## config.mk

```make
export PLATFORM = sky130hd
export DESIGN_NAME = dshot_telemetry_sample_decoder_top_flat
export DESIGN_NICKNAME = d
export VERILOG_FILES = /design/src/rtl/core/dtsd_pkg.sv /design/src/rtl/core/dtsd_in_if.sv /design/src/rtl/core/dtsd_out_if.sv /design/src/rtl/core/dtsd_run_scan.sv /design/src/rtl/core/dtsd_gcr_decode.sv /design/src/rtl/core/dshot_telemetry_sample_decoder_top.sv /design/src/flat_wrapper.sv
export SDC_FILE = /design/constraint.sdc
export NUM_CORES = 2
export LEC_CHECK = 0
export ABC_CLOCK_PERIOD_IN_PS = 13700
export BUFFER_PORTS_ARGS = -buffer_cell sky130_fd_sc_hd__buf_4
export CAP_MARGIN = 20
export CORE_MARGIN = 2
export CORE_UTILIZATION = 48
export CTS_CLUSTER_SIZE = 30
export DETAILED_ROUTE_END_ITERATION = 16
export HOLD_SLACK_MARGIN = 0.08
export PLACE_DENSITY = 0.74
export SLEW_MARGIN = 5
export SYNTH_ARGS = -nofsm -noshare
export SYNTH_HDL_FRONTEND = slang
export SYNTH_SLANG_ARGS = --single-unit
```

## constraint.sdc

```tcl
create_clock -name clk -period 13.7 [get_ports clk]
set_input_delay 1.37 -clock clk [delete_from_list [all_inputs] [get_ports clk]]
set_output_delay 1.37 -clock clk [all_outputs]
set_load 0.01 [all_outputs]
```

## src/rtl/core/dtsd_pkg.sv

```systemverilog
// Shared constants, types and lookup tables for the DShot telemetry sample decoder.
`default_nettype none
package dtsd_pkg;

	localparam int SAMPLE_BITS_DEF = 64;
	localparam int MAX_RUN_DEF     = 16;
	localparam int FRAME_BITS      = 21;
	localparam int ACC_BITS        = 32;
	localparam int MAX_LINE_BITS   = ACC_BITS + FRAME_BITS - 1;
	localparam int WORD_W          = 64;
	localparam int KIND_W          = 4;
	localparam int VALUE_W         = 16;
	localparam int NBITS_W         = 3;
	localparam int RUN_W           = 5;
	localparam int GRP             = 8;
	localparam int CNT_W           = 8;
	localparam int FRAME_W         = 12;
	localparam int NIB_W           = 4;
	localparam int QUINT_W         = 5;
	localparam int NUM_QUINT       = 4;
	localparam int GCR_W           = QUINT_W * NUM_QUINT;
	localparam int WORD16_W        = NIB_W * NUM_QUINT;
	localparam int MANT_W          = 9;
	localparam int EXP_W           = 3;
	localparam int EXT_W           = 8;

	typedef logic [KIND_W-1:0]  kind_t;
	typedef logic [VALUE_W-1:0] value_t;
	typedef logic [FRAME_W-1:0] frame_t;

	localparam kind_t KIND_INVALID = 4'd0;
	localparam kind_t KIND_ERPM    = 4'd1;
	localparam logic [NIB_W-1:0] CSUM_GOOD = 4'hF;

	// run length in samples -> line bits
	function automatic logic [NBITS_W-1:0] run_bits(input logic [RUN_W-1:0] len);
		logic [NBITS_W-1:0] n;
		unique case (len) inside
			5'd0:           n = 3'd0;
			[5'd1:5'd3]:    n = 3'd1;
			[5'd4:5'd6]:    n = 3'd2;
			[5'd7:5'd10]:   n = 3'd3;
			[5'd11:5'd13]:  n = 3'd4;
			default:        n = 3'd5;
		endcase
		return n;
	endfunction

	// GCR 5b -> 4b, unused codes give 0
	function automatic logic [NIB_W-1:0] gcr_nibble(input logic [QUINT_W-1:0] q);
		logic [NIB_W-1:0] n;
		unique case (q)
			5'd9:    n = 4'd9;
			5'd10:   n = 4'd10;
			5'd11:   n = 4'd11;
			5'd13:   n = 4'd13;
			5'd14:   n = 4'd14;
			5'd15:   n = 4'd15;
			5'd18:   n = 4'd2;
			5'd19:   n = 4'd3;
			5'd21:   n = 4'd5;
			5'd22:   n = 4'd6;
			5'd23:   n = 4'd7;
			5'd26:   n = 4'd8;
			5'd27:   n = 4'd1;
			5'd29:   n = 4'd4;
			5'd30:   n = 4'd12;
			default: n = 4'd0;
		endcase
		return n;
	endfunction

endpackage
`default_nettype wire

```

## src/rtl/core/dtsd_in_if.sv

```systemverilog
// Input channel: one word of line samples with valid/ready handshake.
`default_nettype none
interface dtsd_in_if;
	logic                          valid;
	logic                          ready;
	logic [dtsd_pkg::WORD_W-1:0]   sample_word;

	modport source(output valid, output sample_word, input ready);
	modport sink(input valid, input sample_word, output ready);
endinterface
`default_nettype wire

```

## src/rtl/core/dtsd_out_if.sv

```systemverilog
// Output channel: decoded telemetry kind and value with valid/ready handshake.
`default_nettype none
interface dtsd_out_if;
	logic                  valid;
	logic                  ready;
	dtsd_pkg::kind_t       telemetry_kind;
	dtsd_pkg::value_t      telemetry_value;

	modport source(output valid, output telemetry_kind, output telemetry_value, input ready);
	modport sink(input valid, input telemetry_kind, input telemetry_value, output ready);
endinterface
`default_nettype wire

```

## src/rtl/core/dtsd_run_scan.sv

```systemverilog
// Run detection: per-sample run ends, line bits per run, leading-high and long-run checks.
`default_nettype none
module dtsd_run_scan #(
	parameter int SAMPLE_BITS = dtsd_pkg::SAMPLE_BITS_DEF,
	parameter int MAX_RUN     = dtsd_pkg::MAX_RUN_DEF
) (
	input  logic [dtsd_pkg::WORD_W-1:0]                       sample_word,
	output logic [SAMPLE_BITS-1:0][dtsd_pkg::NBITS_W-1:0]     nbits,
	output logic [SAMPLE_BITS-1:0]                            run_end,
	output logic                                              bad
);

	logic [SAMPLE_BITS-1:0]          smp;
	logic [dtsd_pkg::RUN_W-1:0]      len;
	logic                            long_run;

	always_comb begin
		for (int j = 0; j < SAMPLE_BITS; j++) begin
			smp[j] = sample_word[SAMPLE_BITS-1-j];
		end
		run_end[SAMPLE_BITS-1] = 1'b1;
		for (int j = 0; j < SAMPLE_BITS - 1; j++) begin
			run_end[j] = smp[j] ^ smp[j+1];
		end

		// length of the run ending at j: distance back to the previous end
		len = '0;
		for (int j = 0; j < SAMPLE_BITS; j++) begin
			len = '0;
			for (int d = MAX_RUN; d >= 1; d--) begin
				if (j - d == -1) begin
					len = dtsd_pkg::RUN_W'(d);
				end else if (j - d >= 0) begin
					if (run_end[j-d]) begin
						len = dtsd_pkg::RUN_W'(d);
					end
				end
			end
			nbits[j] = run_end[j] ? dtsd_pkg::run_bits(len) : '0;
		end

		long_run = 1'b0;
		for (int j = 0; j + MAX_RUN <= SAMPLE_BITS - 1; j++) begin
			if (run_end[j +: MAX_RUN] == '0) begin
				long_run = 1'b1;
			end
		end

		bad = sample_word[SAMPLE_BITS-1] | long_run;
	end

endmodule
`default_nettype wire

```

## src/rtl/core/dtsd_gcr_decode.sv

```systemverilog
// Frame alignment, transition-to-NRZ, GCR 5b/4b decode and checksum check.
`default_nettype none
module dtsd_gcr_decode #(
	parameter int POS_W = 7
) (
	input  logic [dtsd_pkg::FRAME_BITS-1:1] bnd,
	input  logic [POS_W-1:0]                count,
	input  logic                            bad,
	output dtsd_pkg::frame_t                frame,
	output logic                            ok
);

	localparam int M_W = $clog2(dtsd_pkg::FRAME_BITS);

	logic [dtsd_pkg::CNT_W-1:0]       cnt;
	logic [M_W-1:0]                   m;
	logic [dtsd_pkg::FRAME_BITS-1:1]  mask;
	logic                             line_m;
	logic [dtsd_pkg::GCR_W-1:0]       gcr_in;
	logic [dtsd_pkg::WORD16_W-1:0]    word16;
	logic [dtsd_pkg::NIB_W-1:0]       csum;
	logic                             range_ok;

	always_comb begin
		cnt = dtsd_pkg::CNT_W'(count);
		range_ok = (cnt >= dtsd_pkg::CNT_W'(dtsd_pkg::FRAME_BITS)) &&
			(cnt <= dtsd_pkg::CNT_W'(dtsd_pkg::MAX_LINE_BITS));
		// leading frame bits lost to accumulator wrap
		m = (cnt > dtsd_pkg::CNT_W'(dtsd_pkg::ACC_BITS)) ?
			M_W'(cnt - dtsd_pkg::CNT_W'(dtsd_pkg::ACC_BITS)) : '0;

		for (int k = 1; k < dtsd_pkg::FRAME_BITS; k++) begin
			mask[k] = (M_W'(k) <= m);
		end
		line_m = ^(bnd & mask);

		for (int k = 1; k < dtsd_pkg::FRAME_BITS; k++) begin
			if (M_W'(k) > m) begin
				gcr_in[dtsd_pkg::FRAME_BITS-1-k] = bnd[k];
			end else if (M_W'(k) == m) begin
				gcr_in[dtsd_pkg::FRAME_BITS-1-k] = line_m;
			end else begin
				gcr_in[dtsd_pkg::FRAME_BITS-1-k] = 1'b0;
			end
		end

		for (int q = 0; q < dtsd_pkg::NUM_QUINT; q++) begin
			word16[q*dtsd_pkg::NIB_W +: dtsd_pkg::NIB_W] =
				dtsd_pkg::gcr_nibble(gcr_in[q*dtsd_pkg::QUINT_W +: dtsd_pkg::QUINT_W]);
		end

		csum = word16[15:12] ^ word16[11:8] ^ word16[7:4] ^ word16[3:0];
		frame = word16[15:4];
		ok = !bad && range_ok && (csum == dtsd_pkg::CSUM_GOOD);
	end

endmodule
`default_nettype wire

```

## src/rtl/core/dshot_telemetry_sample_decoder_top.sv

```systemverilog
// DShot telemetry sample decoder top: sample word in, telemetry kind and value out.
// A result passes the sample register, four stages and the output register before it is valid.
// Throughput: one word per cycle while results are taken; a stage holds its word only while
// the next is full and stalled: a waiting result blocks no new word while bubbles remain.
// Reset: arst_n clears all stage valid flags and the output valid; payload is not reset.
`default_nettype none
module dshot_telemetry_sample_decoder_top #(
	parameter int SAMPLE_BITS = dtsd_pkg::SAMPLE_BITS_DEF,
	parameter int MAX_RUN     = dtsd_pkg::MAX_RUN_DEF
) (
	input  logic            clk,
	input  logic            arst_n,
	dtsd_in_if.sink         sample_in,
	dtsd_out_if.source      result_out
);

	localparam int POS_W = $clog2(SAMPLE_BITS + 1);
	localparam int NG    = (SAMPLE_BITS + dtsd_pkg::GRP - 1) / dtsd_pkg::GRP;

	// stage valids and load enables
	logic v_s1, v_s2, v_s3, v_s4, v_s5, out_valid_q;
	logic ld_s1, ld_s2, ld_s3, ld_s4, ld_s5, ld_out;

	// stage 1: sample register
	logic [dtsd_pkg::WORD_W-1:0] sample_s1;

	// stage 2: line bits per run end
	logic [SAMPLE_BITS-1:0][dtsd_pkg::NBITS_W-1:0] nbits_d, nbits_s2;
	logic [SAMPLE_BITS-1:0]                        end_d, end_s2;
	logic                                          bad_d, bad_s2;

	// stage 3: group-local running sums
	logic [NG-1:0][dtsd_pkg::GRP-1:0][POS_W-1:0] lsum_d, lsum_s3;
	logic [NG-1:0][dtsd_pkg::GRP-1:0]            end_pad_d, end_s3;
	logic [POS_W-1:0]                            acc;
	logic                                        bad_s3;

	// stage 4: run boundaries in the first frame bits, line bit count
	logic [NG-1:0][POS_W-1:0]              off;
	logic [POS_W-1:0]                      run_off;
	logic [POS_W-1:0]                      pos;
	logic [POS_W-1:0]                      count_d, count_s4;
	logic [dtsd_pkg::FRAME_BITS-1:1]       bnd_d, bnd_s4;
	logic                                  bad_s4;

	// stage 5: checked frame
	dtsd_pkg::frame_t frame_d, frame_s5;
	logic             ok_d, ok_s5;

	// output
	logic [dtsd_pkg::NIB_W-1:0]   typ;
	logic [dtsd_pkg::MANT_W-1:0]  mant;
	logic [dtsd_pkg::EXP_W-1:0]   expo;
	dtsd_pkg::kind_t              kind_d, kind_q;
	dtsd_pkg::value_t             value_d, value_q;

	assign ld_out = !out_valid_q || result_out.ready;
	assign ld_s5  = !v_s5 || ld_out;
	assign ld_s4  = !v_s4 || ld_s5;
	assign ld_s3  = !v_s3 || ld_s4;
	assign ld_s2  = !v_s2 || ld_s3;
	assign ld_s1  = !v_s1 || ld_s2;

	assign sample_in.ready            = ld_s1;
	assign result_out.valid           = out_valid_q;
	assign result_out.telemetry_kind  = kind_q;
	assign result_out.telemetry_value = value_q;

	always_ff @(posedge clk or negedge arst_n) begin
		if (!arst_n) begin
			v_s1        <= 1'b0;
			v_s2        <= 1'b0;
			v_s3        <= 1'b0;
			v_s4        <= 1'b0;
			v_s5        <= 1'b0;
			out_valid_q <= 1'b0;
		end else begin
			if (ld_s1) begin
				v_s1 <= sample_in.valid;
			end
			if (ld_s2) begin
				v_s2 <= v_s1;
			end
			if (ld_s3) begin
				v_s3 <= v_s2;
			end
			if (ld_s4) begin
				v_s4 <= v_s3;
			end
			if (ld_s5) begin
				v_s5 <= v_s4;
			end
			if (ld_out) begin
				out_valid_q <= v_s5;
			end
		end
	end

	dtsd_run_scan #(
		.SAMPLE_BITS (SAMPLE_BITS),
		.MAX_RUN     (MAX_RUN)
	) u_run_scan (
		.sample_word (sample_s1),
		.nbits       (nbits_d),
		.run_end     (end_d),
		.bad         (bad_d)
	);

	always_comb begin
		acc = '0;
		for (int g = 0; g < NG; g++) begin
			acc = '0;
			for (int i = 0; i < dtsd_pkg::GRP; i++) begin
				if (g * dtsd_pkg::GRP + i < SAMPLE_BITS) begin
					acc = acc + POS_W'(nbits_s2[g*dtsd_pkg::GRP+i]);
					end_pad_d[g][i] = end_s2[g*dtsd_pkg::GRP+i];
				end else begin
					end_pad_d[g][i] = 1'b0;
				end
				lsum_d[g][i] = acc;
			end
		end
	end

	always_comb begin
		run_off = '0;
		for (int g = 0; g < NG; g++) begin
			off[g] = run_off;
			run_off = run_off + lsum_s3[g][dtsd_pkg::GRP-1];
		end
		count_d = run_off;

		bnd_d = '0;
		pos = '0;
		for (int g = 0; g < NG; g++) begin
			for (int i = 0; i < dtsd_pkg::GRP; i++) begin
				pos = off[g] + lsum_s3[g][i];
				for (int p = 1; p < dtsd_pkg::FRAME_BITS; p++) begin
					if (end_s3[g][i] && (pos == POS_W'(p))) begin
						bnd_d[p] = 1'b1;
					end
				end
			end
		end
	end

	dtsd_gcr_decode #(
		.POS_W (POS_W)
	) u_gcr_decode (
		.bnd   (bnd_s4),
		.count (count_s4),
		.bad   (bad_s4),
		.frame (frame_d),
		.ok    (ok_d)
	);

	always_comb begin
		typ  = frame_s5[11:8];
		mant = frame_s5[8:0];
		expo = frame_s5[11:9];
		kind_d  = dtsd_pkg::KIND_INVALID;
		value_d = '0;
		if (ok_s5) begin
			if (typ[0] || (typ == '0)) begin
				if (mant != '0) begin
					kind_d  = dtsd_pkg::KIND_ERPM;
					value_d = dtsd_pkg::VALUE_W'(mant) << expo;
				end
			end else begin
				kind_d  = dtsd_pkg::KIND_W'(typ >> 1) + dtsd_pkg::KIND_ERPM;
				value_d = dtsd_pkg::VALUE_W'(frame_s5[dtsd_pkg::EXT_W-1:0]);
			end
		end
	end

	always_ff @(posedge clk) begin
		if (ld_s1) begin
			sample_s1 <= sample_in.sample_word;
		end
		if (ld_s2) begin
			nbits_s2 <= nbits_d;
			end_s2   <= end_d;
			bad_s2   <= bad_d;
		end
		if (ld_s3) begin
			lsum_s3 <= lsum_d;
			end_s3  <= end_pad_d;
			bad_s3  <= bad_s2;
		end
		if (ld_s4) begin
			bnd_s4   <= bnd_d;
			count_s4 <= count_d;
			bad_s4   <= bad_s3;
		end
		if (ld_s5) begin
			frame_s5 <= frame_d;
			ok_s5    <= ok_d;
		end
		if (ld_out) begin
			kind_q  <= kind_d;
			value_q <= value_d;
		end
	end

endmodule
`default_nettype wire

```

## src/flat_wrapper.sv

```systemverilog
// flat-port wrapper written by rule: the top's interface ports become plain ports
module dshot_telemetry_sample_decoder_top_flat 
#(
	parameter int SAMPLE_BITS = dtsd_pkg::SAMPLE_BITS_DEF,
	parameter int MAX_RUN     = dtsd_pkg::MAX_RUN_DEF
)
  (clk, arst_n, sample_in_valid, sample_in_sample_word, sample_in_ready, result_out_valid, result_out_telemetry_kind, result_out_telemetry_value, result_out_ready);
  dtsd_in_if sample_in_i ();
  dtsd_out_if result_out_i ();
  input  logic clk;
  input  logic arst_n;
  input wire logic [$bits(sample_in_i.valid)-1:0] sample_in_valid;
  input wire logic [$bits(sample_in_i.sample_word)-1:0] sample_in_sample_word;
  output wire logic [$bits(sample_in_i.ready)-1:0] sample_in_ready;
  output wire logic [$bits(result_out_i.valid)-1:0] result_out_valid;
  output wire logic [$bits(result_out_i.telemetry_kind)-1:0] result_out_telemetry_kind;
  output wire logic [$bits(result_out_i.telemetry_value)-1:0] result_out_telemetry_value;
  input wire logic [$bits(result_out_i.ready)-1:0] result_out_ready;
  assign sample_in_i.valid = sample_in_valid;
  assign sample_in_i.sample_word = sample_in_sample_word;
  assign sample_in_ready = sample_in_i.ready;
  assign result_out_valid = result_out_i.valid;
  assign result_out_telemetry_kind = result_out_i.telemetry_kind;
  assign result_out_telemetry_value = result_out_i.telemetry_value;
  assign result_out_i.ready = result_out_ready;
  dshot_telemetry_sample_decoder_top #(.SAMPLE_BITS(SAMPLE_BITS), .MAX_RUN(MAX_RUN)) u_core (.clk(clk), .arst_n(arst_n), .sample_in(sample_in_i), .result_out(result_out_i));
endmodule
```

After elaboration in Yosys (flattened, before gate mapping)
Memory sizes are Yosys's and may differ from the RTL's.
Cells that the tools add are included.

cells by class
  bitwise gates (word level) = 68
  add/sub/neg operators = 114
  reduce and logical (&&, ||, !) cells = 1651
  muxes and demuxes = 1052
  order comparisons = 547
  shifts and indexed selects = 1
  equality and inequality tests = 1288

operators with widths
  operator              count
  $mux W5               859
  $eq A7 B4 Y1 const B  504
  $eq A7 B5 Y1 const B  315
  $eq A7 B3 Y1 const B  252
  $logic_and A1 B1 Y1   1502
  $reduce_or A63 Y1     20
  $pmux W3 S5           63
  $eq A7 B2 Y1 const B  126
  $logic_not A16 Y1     48
  $ge A5 B3 Y1 const B  124
  $le A5 B4 Y1 const B  124
  $eq A7 B1 Y1 const B  63
  $add A7 B3 Y7         55
  $add A7 B7 Y7         49
  $logic_not A5 Y1      63
  $ge A5 B1 Y1 const B  62
  $ge A5 B4 Y1 const B  62
  $le A5 B2 Y1 const B  62
  $le A5 B3 Y1 const B  62
  $mux W1               104
  $xor A1 B1 Y1         63
  $eq A4 B5 Y1 const A  8
  $gt A4 B5 Y1 const A  8
  $le A4 B5 Y1 const A  8
  42 further kinds      115

word-level totals
  memory bits (read-only) = 512
  word-level logic and storage cells = 4898
  output and inout port bits = 22
  memories kept = 4
  input port bits = 68
  flip-flop bits (word level) = 867

memories
  name             words  width  read ports  clocked after memory_dff  wr ports  line            RTL
  (no name shown)  32     4      1           0                         0         dtsd_pkg.sv:52  unique case (q)
  (no name shown)  32     4      1           0                         0         dtsd_pkg.sv:52
  (no name shown)  32     4      1           0                         0         dtsd_pkg.sv:52
  (no name shown)  32     4      1           0                         0         dtsd_pkg.sv:52

Depth between registers and ports, before layout
  depth in word-level cells = 51
  depth in mapped cells = 37

By module
Synthesis repeated with hierarchy kept, for this count alone.

unflattened totals
  cell total of the unflattened synthesis = 9004
  area total of the unflattened synthesis = 77674.5 sq um

modules (own cells, without submodules)
  module                              cells an instance  times used  area an instance (sq um)
  dshot_telemetry_sample_decoder_top  6443               1           62617.6
  dtsd_run_scan                       2330               1           13362.8
  dtsd_gcr_decode                     231                1           1694.1

Worst setup path before layout
No wires, ideal clock.

  path kind = input-to-reg
  from = input result_out_ready
  to = register u_core.bad_s3 (enable)
  arrival = 10475 ps
  library setup time = 772 ps
  stages on the path = 4
  path buffers = 0
  setup slack = 2453 ps
  cells stage by stage = nor2b_1 > nand3_1 > nor2_1 > inv_1

on the way
  word-level cells in the longest chain between the ends = 4

ends and longest elaborated chain
  item                    line                                       RTL
  start: declaration      flat_wrapper.sv:18                         input wire logic [$bits(result_out_i.ready)-1:0] result_out_ready;
  $logic_or A1 B1 Y1      dshot_telemetry_sample_decoder_top.sv:57   assign ld_out = !out_valid_q || result_out.ready;
  $logic_or A1 B1 Y1      dshot_telemetry_sample_decoder_top.sv:58   assign ld_s5 = !v_s5 || ld_out;
  $logic_or A1 B1 Y1      dshot_telemetry_sample_decoder_top.sv:59   assign ld_s4 = !v_s4 || ld_s5;
  via u_core.ld_s4        dshot_telemetry_sample_decoder_top.sv:22   logic ld_s1, ld_s2, ld_s3, ld_s4, ld_s5, ld_out;
  $logic_or A1 B1 Y1      dshot_telemetry_sample_decoder_top.sv:60   assign ld_s3 = !v_s3 || ld_s4;
  via u_core.ld_s3        dshot_telemetry_sample_decoder_top.sv:22
  end signal: assignment  dshot_telemetry_sample_decoder_top.sv:188  bad_s3 <= bad_s2;
  end: declaration        dshot_telemetry_sample_decoder_top.sv:36   logic bad_s3;

The timed path passes the listed nets, and every way through them passes these cells.
A chain may end at the register's enable or synchronous reset.

Worst setup path in the final report
  from = register u_core.lsum_s3[49] in the netlist's numbering
  to = register u_core.bnd_s4[10] in the netlist's numbering (data pin)

on the way
  word-level cells in the longest chain between the ends = 10
  elaborated cells between the ends (all ways) = 170
  those cells by class = 56 x add/sub; 57 x eq/ne; 57 x reduce/logical

ends and longest elaborated chain
  item                                                   line                                                                                  RTL
  start: declaration                                     dshot_telemetry_sample_decoder_top.sv:33                                              logic [NG-1:0][dtsd_pkg::GRP-1:0][POS_W-1:0] lsum_d, lsum_s3;
  start signal: assignment                               dshot_telemetry_sample_decoder_top.sv:186                                             lsum_s3 <= lsum_d;
  $add A7 B7 Y7 (6 in a row)                             dshot_telemetry_sample_decoder_top.sv:129, dshot_telemetry_sample_decoder_top.sv:137
  $add A7 B7 Y7 / $add A7 B3 Y7 (equally long branches)  dshot_telemetry_sample_decoder_top.sv:137                                             pos = off[g] + lsum_s3[g][i];
  $eq A7 B4 Y1                                           dshot_telemetry_sample_decoder_top.sv:139                                             if (end_s3[g][i] && (pos == POS_W'(p))) begin
  $logic_and A1 B1 Y1                                    dshot_telemetry_sample_decoder_top.sv:139
  $reduce_or A63 Y1 (no source line) *                   n/a
  end signal: assignment                                 dshot_telemetry_sample_decoder_top.sv:191                                             bnd_s4 <= bnd_d;
  end: declaration                                       dshot_telemetry_sample_decoder_top.sv:43                                              logic [dtsd_pkg::FRAME_BITS-1:1] bnd_d, bnd_s4;

Mark *: on every way between the ends. The rest lies on a longest branch, timed or not.

==> summary.md <==
| Metric | Value |
|---|---|
| Sequential fraction of the synthesis area | 34.2% |
| CP Capture Type | flip-flop |
| Die Area | 150000 um2 |
| Slew Limit Headroom | 9.37% |
| Met2 Wirelength | 141000 um |
| Root Buffer | clkbuf_16 |
| RSZ-0062 raised after global routing | false |
| Setup Fix Bufs, Post-CTS | 0 |
| Detail Route met3 WL | 50000 um |
| Most frequent CP cell | ha_1 |
| Clock-pin slew on the worst setup and hold paths | 0.06 ns |
| Final Cycle Share | 90.5% |
| Synth area leader | edfxtp_1 |
| Routability cong. | 1.21 |
| Share of layout cells above drive strength 1 | 6.51% |
| Worst-Skew Late Latency | 0.76 ns |
| IO Port Bufs | 89 |
| Clock Path Buffers | 3 |
| Fin nets | 8904 |
| CP Max Fanout | 16 |
| Hold Crit Class | flip-flop to flip-flop |
| Final Util | 53.3% |
| WP buf/inv | 8 |
| Vias per cell | 6.97 |
| Reg-to-reg slack, setup | 1.31 ns |
| Hold Path Sink | u_core.end_s3[34] |
| Pins Over Slew Limit | 0 |
| Status | completed |
| Die span in x | 387 um |
| Residual DRC count | 0 |
| Setup TNS | 0 ns |
| Final hold violations | 0 |
| Area contributors post-synth | edfxtp_1 34%, ha_1 8.4%, xnor2_1 4.7% |
| CTS resizes | 0 |
| # setup viols final | 0 |
| Setup CP Type | flip-flop to flip-flop |
| Startpoint type of the worst setup path | flip-flop |
| Register area | 24100 um2 |
| Initial antenna violation count | 37 |
| Cts hold-fix bufs | 0 |
| Synth Instances | 8024 |
| Min-Delay Startpoint | u_core.end_pad_d[34] |
| CTS tree | done |
| Post-DRT Antenna Nets | 0 |
| R2R depth | 32 |
| Actual slew at the worst max-slew pin | 1.35 ns |
| GR Overflow Total | 0 |
| WHS Path Cells | 0 |
| Routed length on met1 | 138000 um |
| EDFF count, synth | 799 |
| Ys flop type | edfxtp_1 |
| Post-synth top area share | 34.0% |
| Clk sinks | 805 |
| Top Metal Used | met5 |
| I/O pin count | 90 |
| Reg-to-reg endpoint | u_core.bnd_s4[10] |
| Inst Count DP | 10070 |
| Vias in the first global route | 67260 |
| DRT Wirelength | 352000 um |
| Largest net degree at the start of global routing | 94 |
| Avg Cell Area, Syn | 8.79 um2 |
| Worst path max stage delay | 0.87 ns |
| Initial Utilization | 48.4% |
| Finished Layout Cells | 10263 |
| TritonCTS Buffers | 89 |
| Crit path DAT | 12.79 ns |
| Fin area | 77700 um2 |
| Die H | 387 um |
| DP HPWL | 289000 um |
| Syn-to-layout area delta | 10.2% |
| Worst path required time | 14.10 ns |
| Synth warnings | 0 |
| Number of cell rows | 140 |
| Core Footprint | 146000 um2 |
| Drt wl/cell | 34.3 um |
| Slowest cell on crit path | fa_1 |
| DRT Pass-1 Iters | 8 |
| Via Count | 71505 |
| Synthesized flop and latch total | 805 |
| Worst clock skew | 0.0776 ns |
| Crit-path leading delay family | adder cells |
| Multi-input combinational cell area | 43800 um2 |
| Reg-to-reg startpoint | u_core.lsum_s3[49] |
| Max-cap violation count | 0 |
| DRT iter0 DRCs | 11767 |
| Global-route wire length before repair | 492000 um |
| Fmax | 80.7 MHz |
| Min cycle time layout | 12.39 ns |
| Fillers | 12846 |
| Syn Std Cell Area | 70500 um2 |
| Yosys cell types | 101 |
| H-tree Lvls | 3 |
| Placed cell areas | 74400 um2 |
| Post-synth ARST share | 0.745% |
| GRT Util Overall | 45.3% |
layer usage:
layer  vias to the layer above  GRT usage, %
li1                      30220             -
met4                        30          22.3
met5                         -             0
met2                      5602          64.3
met1                     34483          61.7
met3                      1170          15.0
cell usage in the layout (no fill, tap or decap), types with 60 or more instances in the layout:
cell type    n
and3_1     107
edfxtp_1   799
nand2b_1    89
nor3_1     288
xor2_1     170
nor2b_1    127
ha_1       472
or2_2       60
or3_1       87
nand3_1    377
nor4_1     126
inv_1      560
buf_4      250
and2_1      79
nand2_1    787
a31oi_1     75
nand4_1    143
nor3b_1     80
xnor2_1    381
o21ai_0    334
clkbuf_16   89
fa_1       111
a21o_1     166
nor2_1     787
a21oi_1    531
o22ai_1     79
layout make-up:
| cell class | count | share of cell area, % |
|---|---|---|
| clock buffers | 106 | 2.96 |
| diodes | 19 | 0.0612 |
| inverters | 591 | 2.86 |
| repair buffers | 261 | 2.53 |
| clock inverters | 59 | 1.10 |
| flip-flops and latches | 805 | 31.1 |
| well taps | 1917 | 3.09 |
| multi-input cells | 6505 | 56.3 |
cells by family after synthesis:
logic type	after synthesis	synth area share, %
flip-flops	805	34.2
buffers and inverters	729	3.92
AO/OA/AOI/OAI	1908	17.8
multiplexers	64	0.935
adder cells (fa/ha/maj)	583	11.5
other	1	0.00532
XOR/XNOR	595	8.14
AND/OR/NAND/NOR	3339	23.5
stage by stage:
step           hold slack (ns)  setup slack (ns)
2_1_floorplan            0.400              2.45
3_3_place_gp             0.403              2.16
3_5_place_dp             0.405              1.84
4_1_cts                  0.408              1.75
5_1_grt                  0.421             0.778
6_report                 0.416              1.31
registers in the layout (all words and copies together), names as in the netlist, 4 cells and up:
name and flops:
u_core.end_s3 63, u_core.lsum_s3 360, u_core.result_out.telemetry_value 16, u_core.count_s4 7
u_core.frame_s5 12, u_core.bnd_s4 20, u_core.result_out.telemetry_kind 4, u_core.end_pad_d 63
u_core.sample_s1 64, u_core.nbits_s2 186
cell usage after synthesis (122+ instances only):
cell and instances:
nor3_1 289, a21o_1 166, ha_1 472, clkbuf_1 122
nand3_1 378, nand2_1 788, o21ai_0 334, nor2b_1 127
nor4_1 130, edfxtp_1 799, inv_1 561, nor2_1 787
nand4_1 143, a21oi_1 531, xnor2_1 382, xor2_1 171
how the worst max path moves through the flow:
| stage | startpoint | cells after the start | endpoint |
|---|---|---|---|
| global route | u_core.lsum_s3[49] | 34 | u_core.bnd_s4[5] |
| detailed placement | u_core.lsum_s3[49] | 33 | u_core.bnd_s4[10] |
| CTS | u_core.lsum_s3[49] | 32 | u_core.bnd_s4[10] |
| floorplan | result_out_ready | 4 | u_core.bad_s3 |
| global placement | u_core.lsum_s3[49] | 34 | u_core.bnd_s4[5] |
| finish | u_core.lsum_s3[49] | 32 | u_core.bnd_s4[10] |
Power is left out: the tool's default activity adds up to more than one toggle a clock period on the data nets, which glitch-free logic cannot reach.
